**config.mk**
```make
export PLATFORM = sky130hd
export DESIGN_NAME = smc_controller
export DESIGN_NICKNAME = d
export VERILOG_FILES = /design/src/smc_pkg.sv /design/src/smc_controller.sv
export SDC_FILE = /design/constraint.sdc
export NUM_CORES = 1
export LEC_CHECK = 0
export BUFFER_PORTS_ARGS = -buffer_cell sky130_fd_sc_hd__buf_2
export CAP_MARGIN = 20
export CORE_AREA = 2 2 39 41
export CTS_BUF_LIST = sky130_fd_sc_hd__clkbuf_4
export CTS_CLUSTER_DIAMETER = 60
export DETAILED_ROUTE_END_ITERATION = 8
export DIE_AREA = 0 0 41 43
export SYNTH_ARGS = -nofsm -noshare
export SYNTH_HDL_FRONTEND = slang
export SYNTH_SLANG_ARGS = --single-unit
```
**constraint.sdc**
```tcl
create_clock -name clock -period 1.65 [get_ports clock]
set_input_delay 0.33 -clock clock [delete_from_list [all_inputs] [get_ports clock]]
set_output_delay 0.33 -clock clock [all_outputs]
set_load 0.05 [all_outputs]
```
**src/smc_pkg.sv**
```systemverilog
// Package for the stack machine core: opcodes, result kinds, error codes,
// controller states and the controller/datapath command and status structs.
// No dependencies.
package smc_pkg;

   localparam int STACK_DEPTH_DEF      = 255;
   localparam int DATA_WORDS_DEF       = 2048;
   localparam int PROGRAM_WORDS_DEF    = 4096;
   localparam int MAX_STRING_CHARS_DEF = 63;

   localparam int WORD_W   = 32;
   localparam int PC_W     = 12;
   localparam int COUNT_W  = 8;
   localparam int KIND_W   = 3;
   localparam int ERR_W    = 3;
   localparam int MODE_W   = 8;

   localparam logic [MODE_W-1:0] OP_PUSH     = 8'd0;
   localparam logic [MODE_W-1:0] OP_ADD      = 8'd1;
   localparam logic [MODE_W-1:0] OP_SUB      = 8'd2;
   localparam logic [MODE_W-1:0] OP_MUL      = 8'd3;
   localparam logic [MODE_W-1:0] OP_DUP      = 8'd4;
   localparam logic [MODE_W-1:0] OP_SWAP     = 8'd5;
   localparam logic [MODE_W-1:0] OP_POP      = 8'd6;
   localparam logic [MODE_W-1:0] OP_MOD      = 8'd7;
   localparam logic [MODE_W-1:0] OP_EQ       = 8'd8;
   localparam logic [MODE_W-1:0] OP_GE       = 8'd9;
   localparam logic [MODE_W-1:0] OP_LE       = 8'd10;
   localparam logic [MODE_W-1:0] OP_NE       = 8'd11;
   localparam logic [MODE_W-1:0] OP_JMP      = 8'd12;
   localparam logic [MODE_W-1:0] OP_JZ       = 8'd13;
   localparam logic [MODE_W-1:0] OP_SHOW     = 8'd14;
   localparam logic [MODE_W-1:0] OP_SAVE     = 8'd15;
   localparam logic [MODE_W-1:0] OP_LOAD     = 8'd16;
   localparam logic [MODE_W-1:0] OP_LT       = 8'd17;
   localparam logic [MODE_W-1:0] OP_GT       = 8'd18;
   localparam logic [MODE_W-1:0] OP_CONSOLE  = 8'd19;
   localparam logic [MODE_W-1:0] OP_SHOW_STR = 8'd20;
   localparam logic [MODE_W-1:0] OP_HALT     = 8'd21;

   localparam logic [KIND_W-1:0] KIND_STEP     = 3'd0;
   localparam logic [KIND_W-1:0] KIND_NUMBER   = 3'd1;
   localparam logic [KIND_W-1:0] KIND_CHAR     = 3'd2;
   localparam logic [KIND_W-1:0] KIND_END      = 3'd3;
   localparam logic [KIND_W-1:0] KIND_HALTED   = 3'd4;
   localparam logic [KIND_W-1:0] KIND_HALT_ERR = 3'd5;

   localparam logic [ERR_W-1:0] ERR_NONE      = 3'd0;
   localparam logic [ERR_W-1:0] ERR_OVERFLOW  = 3'd1;
   localparam logic [ERR_W-1:0] ERR_UNDERFLOW = 3'd2;
   localparam logic [ERR_W-1:0] ERR_ADDRESS   = 3'd3;
   localparam logic [ERR_W-1:0] ERR_MOD_ZERO  = 3'd4;
   localparam logic [ERR_W-1:0] ERR_JUMP      = 3'd5;
   localparam logic [ERR_W-1:0] ERR_EMPTY     = 3'd6;
   localparam logic [ERR_W-1:0] ERR_TRUNC     = 3'd7;

   typedef enum logic [3:0] {
      ST_CLEAR,     // sweeping data memory to zero after reset
      ST_IDLE,      // waiting for an instruction
      ST_READ,      // operand reads issued, waiting for data
      ST_EXEC,      // check and execute
      ST_MOD,       // iterative remainder running
      ST_STR_READ,  // string character read issued
      ST_STR_CHECK, // string character data available
      ST_RESP,      // one result waiting in the output register
      ST_STR_RESP   // one character waiting in the output register
   } state_type;

   // Commands from the controller to the datapath.
   typedef struct packed {
      logic capture;     // latch the incoming instruction
      logic read_ops;    // read top two stack entries and memory at immediate
      logic exec;        // perform checks and commit the instruction
      logic mod_start;   // start the remainder unit
      logic mod_commit;  // write the remainder back
      logic str_read;    // read data memory at the string pointer
      logic str_emit;    // load a character result, advance pointer
      logic str_end;     // load the end-of-string result
      logic clear_step;  // write zero at the clear pointer
   } cmd_type;

   // Status from the datapath to the controller.
   typedef struct packed {
      logic is_mod;       // instruction will use the remainder unit
      logic is_prints;    // instruction starts a string print
      logic mod_done;     // remainder ready
      logic str_more;     // pointer in range and word nonzero
      logic str_capped;   // character cap reached
      logic clear_last;   // clear pointer at last word
   } status_type;

endpackage

```
**src/smc_controller.sv**
```systemverilog
// Controller state machine of the stack machine core: sequences reads,
// execution, the remainder unit, string output and the memory clear.
// Depends on smc_pkg.
module smc_controller (
   input  logic                 clock,
   input  logic                 reset,
   input  logic                 req_fire,
   input  logic                 rsp_fire,
   input  smc_pkg::status_type  status,
   output smc_pkg::cmd_type     cmd,
   output logic                 req_ready,
   output logic                 rsp_valid
);

   smc_pkg::state_type state_ff, state_in;

   always_comb begin
      state_in = state_ff;
      unique case (state_ff)
         smc_pkg::ST_CLEAR: if (status.clear_last) state_in = smc_pkg::ST_IDLE;
         smc_pkg::ST_IDLE:  if (req_fire) state_in = smc_pkg::ST_READ;
         smc_pkg::ST_READ:  state_in = smc_pkg::ST_EXEC;
         smc_pkg::ST_EXEC: begin
            if (status.is_mod) state_in = smc_pkg::ST_MOD;
            else if (status.is_prints) state_in = smc_pkg::ST_STR_READ;
            else state_in = smc_pkg::ST_RESP;
         end
         smc_pkg::ST_MOD: if (status.mod_done) state_in = smc_pkg::ST_RESP;
         smc_pkg::ST_STR_READ: state_in = smc_pkg::ST_STR_CHECK;
         smc_pkg::ST_STR_CHECK: begin
            if (status.str_more && !status.str_capped) state_in = smc_pkg::ST_STR_RESP;
            else state_in = smc_pkg::ST_RESP;
         end
         smc_pkg::ST_STR_RESP: if (rsp_fire) state_in = smc_pkg::ST_STR_READ;
         smc_pkg::ST_RESP: if (rsp_fire) state_in = smc_pkg::ST_IDLE;
         default: state_in = smc_pkg::ST_IDLE;
      endcase
   end

   always_comb begin
      cmd = '0;
      req_ready = 1'b0;
      rsp_valid = 1'b0;
      unique case (state_ff)
         smc_pkg::ST_CLEAR: cmd.clear_step = 1'b1;
         smc_pkg::ST_IDLE: begin
            req_ready   = 1'b1;
            cmd.capture = req_fire;
         end
         smc_pkg::ST_READ: cmd.read_ops = 1'b1;
         smc_pkg::ST_EXEC: begin
            if (status.is_mod) cmd.mod_start = 1'b1;
            else cmd.exec = 1'b1;
         end
         smc_pkg::ST_MOD: if (status.mod_done) begin
            cmd.exec = 1'b1;
            cmd.mod_commit = 1'b1;
         end
         smc_pkg::ST_STR_READ: cmd.str_read = 1'b1;
         smc_pkg::ST_STR_CHECK: begin
            if (status.str_more && !status.str_capped) cmd.str_emit = 1'b1;
            else cmd.str_end = 1'b1;
         end
         smc_pkg::ST_STR_RESP, smc_pkg::ST_RESP: rsp_valid = 1'b1;
         default: ;
      endcase
   end

   always_ff @(posedge clock) begin
      if (reset) state_ff <= smc_pkg::ST_CLEAR;
      else state_ff <= state_in;
   end

   a_no_both: assert property (@(posedge clock) disable iff (reset)
      !(req_ready && rsp_valid)) else $error("ready while result pending");
   a_exec_after_read: assert property (@(posedge clock) disable iff (reset)
      (state_ff == smc_pkg::ST_READ) |=> (state_ff == smc_pkg::ST_EXEC))
      else $error("read not followed by execute");
   a_mod_one: assert property (@(posedge clock) disable iff (reset)
      $onehot0({cmd.mod_start, cmd.str_emit, cmd.str_end, cmd.clear_step}))
      else $error("conflicting datapath commands");

endmodule

```
# --- After elaboration in Yosys (flattened, before gate mapping) ---
# Cells that the tools add are included.
op_classes:
  mux: 24
  reduce_logical: 5
  eq_ne: 13
ops:
  columns: ["operator", "n"]
  rows:
  - ["$pmux W4 S9", 1]
  - ["$mux W4", 6]
  - ["$eq A4 B3 Y1 const B", 4]
  - ["$mux W1", 13]
  - ["$ne A2 B2 Y1 const B", 5]
  - ["$eq A4 B2 Y1 const B", 2]
  - ["$mux W2", 3]
  - ["$reduce_and A5 Y1", 1]
  - ["$eq A4 B1 Y1 const B", 1]
  - ["$eq A4 B4 Y1 const B", 1]
  - ["$logic_not A4 Y1", 1]
  - ["$pmux W1 S2", 1]
  - ["$reduce_or A2 Y1", 1]
  - ["$logic_and A1 B1 Y1", 1]
  - ["$logic_not A1 Y1", 1]
totals:
  regBits: 4
  inputBits: 10
  word_cells: 43

# --- Longest topological paths before layout ---
depth:
  ltp_word: 4
  ltp_mapped: 5
  ltp_nobuf: 4

# --- Worst setup path after synthesis ---
# OpenSTA, ideal clock, no wires.
synth_path:
  kind: "register to register"
  start: "register state_ff[2]"
  end: "register state_ff[3]"
  required_ps: 1585
  path_stages_with_launch: 5
  t_arrival_ps: 2769
  setup_ps: 65
  path_slack_ps: -1184
  path_cell_list: "dfxtp_1 -> clkbuf_1 -> nand2_1 -> nor4b_1 -> o21ba_1"
synth_via:
  elab_chain_len: 3
  word_cells_on_any_way: 16
synth_lines:
  columns: ["element", "line", "source"]
  rows:
  - ["from (decl)", "smc_controller.sv:15", "smc_pkg::state_type state_ff, state_in;"]
  - ["from (signal assigned)", "smc_controller.sv:70", "if (reset) state_ff <= smc_pkg::ST_CLEAR;"]
  - ["from (signal assigned)", "smc_controller.sv:71", "else state_ff <= state_in;"]
  - ["$eq A4 B3 Y1, or another cell as far along", "smc_controller.sv:19", "unique case (state_ff)"]
  - ["$ne A2 B2 Y1 (no source line)", null, null]
  - ["$reduce_and A5 Y1 (no source line)", null, null]
# Parallel ways exist; a longest one is shown, timed or not.
# A chain may end at the register's enable or synchronous reset.

# --- Final worst setup path ---
layout_path:
  start: "register state_ff[2]"
  end: "output rsp_valid"
layout_via:
  elab_chain_len: 3
  word_cells_on_any_way: 4
layout_lines:
  columns: ["element", "line", "source"]
  rows:
  - ["$eq A4 B4 Y1 or $eq A4 B3 Y1 (tied branches)", "smc_controller.sv:44", "unique case (state_ff)"]
  - ["$reduce_or A2 Y1 *", "smc_controller.sv:44", null]
  - ["$mux W1 *", "smc_controller.sv:44", null]
  - ["to (decl)", "smc_controller.sv:12", "output logic rsp_valid"]
# Mark *: on every way between the ends. The rest lies on a longest branch, timed or not.

==> reports/results.ini <==
[status]
status=finished, violations left
violations=setup timing

[pwr]
power_frac_seq=0.104
p_comb_frac=0.831
leakagePower_nw=0.426
ir_worst_vdd_uv=1160
p_sw_frac=0.480
switching_power_mw=0.870
pwr-share-clk=0.065
p_per_area_nw_per_um2=1910
internal-power_mw=0.945

[routing]
wirelength_mm=1.47
antenna_left=0
highest-signal-layer=met4
drt_iter0_markers=6
vias_per_cell=5.17
vias=584
drc=0
met2WireLength_um=773
wl_met3_um=37
met1Wirelength_um=635
wl_per_cell_um=13.0
first_pass_iters=3

[yosys]
async_reset_ff_frac=0
synth-edff-count=0
synth_cells=56
ys.flop_type=dfxtp_1
synth.most_common_cell=a21oi_1
yosysSeqAreaShare=0.191
synth_common_cells=a21oi_1, dfxtp_1, nor3_1
synthDistinctLibCells=30
synth_seq_cells=4
synth.top_cells.by_area=dfxtp_1, a21oi_1, a211oi_1, nor3_1, o32a_1
avgSynthCellArea_um2=7.48
yosysTopAreaCell=dfxtp_1
ys.warnings.count=0
syn_nets=66
synth.top_cell.area_share=0.191
syn_area_um2=419

[job]
cap_violations=0

[final_layout]
multi_input_area_um2=425
area_delta_synth_final_pct=127
layout-drive-gt1-share=0.711
nets=109
reg_top3=state_ff: 4 flops
largest-register=state_ff
seqCellArea_um2=87.6
insertedDiodeCount=0
fin_util=0.686
nFillCells=112
largest_reg_flops=4

[clocking]
root_buffer=clkbuf_4
clk-insertion-delay-late_ps=230
clockBufferDepth=2
cts.sink_count=4
cts_tree=built
htreeDepth=1
postCtsHoldBufs=0
path_clk_slew_ps=40
cts_buffers=3

[setup_path]
cp_cell_sequence=buf_6 -> or4b_4 -> nand2_2 -> buf_8
cp_slowest_stage_delay_ps=530
critical_path.startpoint_type=register
critical_path_buf_inv_count=2
cp_slowest_cell=or4b_4
cpLargestDelayFamily=simple AND/OR/NAND/NOR gates
arrival_ps=1460
crit_type=reg2out
required_ps=1320
end_kind=output pin
crit_fanout=4

[grt]
grt_max_degree=11
grt_first_pass_wirelength_mm=2.38
grt_overflow_total=0
grt_pass1_vias=562
antenna_found_initial=0
grt_util_all_layers=0.201

[timing]
min_period_over_period=1.08
rsz0062_at_grt=yes
max_freq_mhz=559
setup_slack_ps=-138
finalClockSkew_ps=0.380
report.final.slew_viol_count=0
period_minus_slack_ps=1790
max-slew-margin-rel=0.843
tightest_slew_ps=234
whs_ps=314
final-hold-violation-count=0
final-setup-viol-count=12

[floorplan]
core_area_um2=1380
start_util=0.303
die-area_um2=1760
die_h_um=43
die-width_um=41
io_pins=21
row_count=14

[placed_design]
portBuffers=20
dp_hpwl_mm=1.02
dpl_worst_slack_ps=-21.9
place.gp.congestion=0.774

[hold_path]
hold_class=in2reg

[cell usage in the layout, fill, tap and decap left out, types with 3 or more instances in the layout]
| master | count |
|---|---|
| a21oi_1 | 8 |
| a211oi_2 | 3 |
| buf_4 | 14 |
| buf_8 | 4 |
| buf_6 | 15 |
| buf_2 | 9 |
| dfxtp_2 | 3 |
| nor3_4 | 4 |
| clkbuf_4 | 3 |
[power by group through the flow]
| stage | combinational (mW) | clock (mW) | sequential, mW |
|---|---|---|---|
| 2_1_floorplan | 0.809 | 0 | 0.164 |
| 3_3_place_gp | 1.16 | 0 | 0.160 |
| 3_5_place_dp | 1.17 | 0 | 0.162 |
| 4_1_cts | 1.42 | 0.125 | 0.174 |
| 5_1_grt | 1.60 | 0.133 | 0.193 |
| 6_report | 1.51 | 0.119 | 0.189 |
[timing repair]
action	in CTS	in global routing
gates resized for setup	37	13
setup endpoints to repair	12	15
gates cloned	0	0
pin swaps	10	7
setup buffers	3	2
endpoints found under the hold margin	0	0
[path summary, 6_finish.rpt]
| kind | slack [ps] | end | startpoint | depth (start not counted) |
|---|---|---|---|---|
| setup reg to reg | -30 | state_ff[1] | state_ff[2] | 5 |
| hold / removal | 310 | state_ff[2] | reset | 2 |
| setup / recovery | -140 | rsp_valid | state_ff[2] | 4 |
| hold reg to reg | 730 | state_ff[1] | state_ff[1] | 3 |
[final cells by class]
cell class | instances | share of cell area
clock buffers | 3 | 0.0237
inverters | 3 | 0.0158
multi-input cells | 45 | 0.448
flip-flops and latches | 4 | 0.0922
well taps | 16 | 0.0211
repair buffers | 42 | 0.399
[routing by layer]
layer	track usage	vias to the layer above
met5	0	-
met4	0.120	0
met3	0.0366	2
met2	0.284	11
met1	0.271	277
li1	-	294
[metrics by stage]
step | cell area (um2) | total power [mW] | TNS [ps] | instances
3_5_place_dp | 723 | 1.33 | -33.7 | 105
4_1_cts | 883 | 1.72 | -767 | 111
5_1_grt | 950 | 1.93 | -1430 | 113
2_1_floorplan | 500 | 0.973 | -443 | 56
3_3_place_gp | 723 | 1.32 | -7.38 | 105
6_report | 950 | 1.82 | -784 | 113
[cells by family after synthesis]
logic type | synth area share
flip-flops | 0.191
AO/OA/AOI/OAI | 0.325
buffers and inverters | 0.0806
AND/OR/NAND/NOR | 0.376
multiplexers | 0.0269
(Power assumes the default switching activity.)
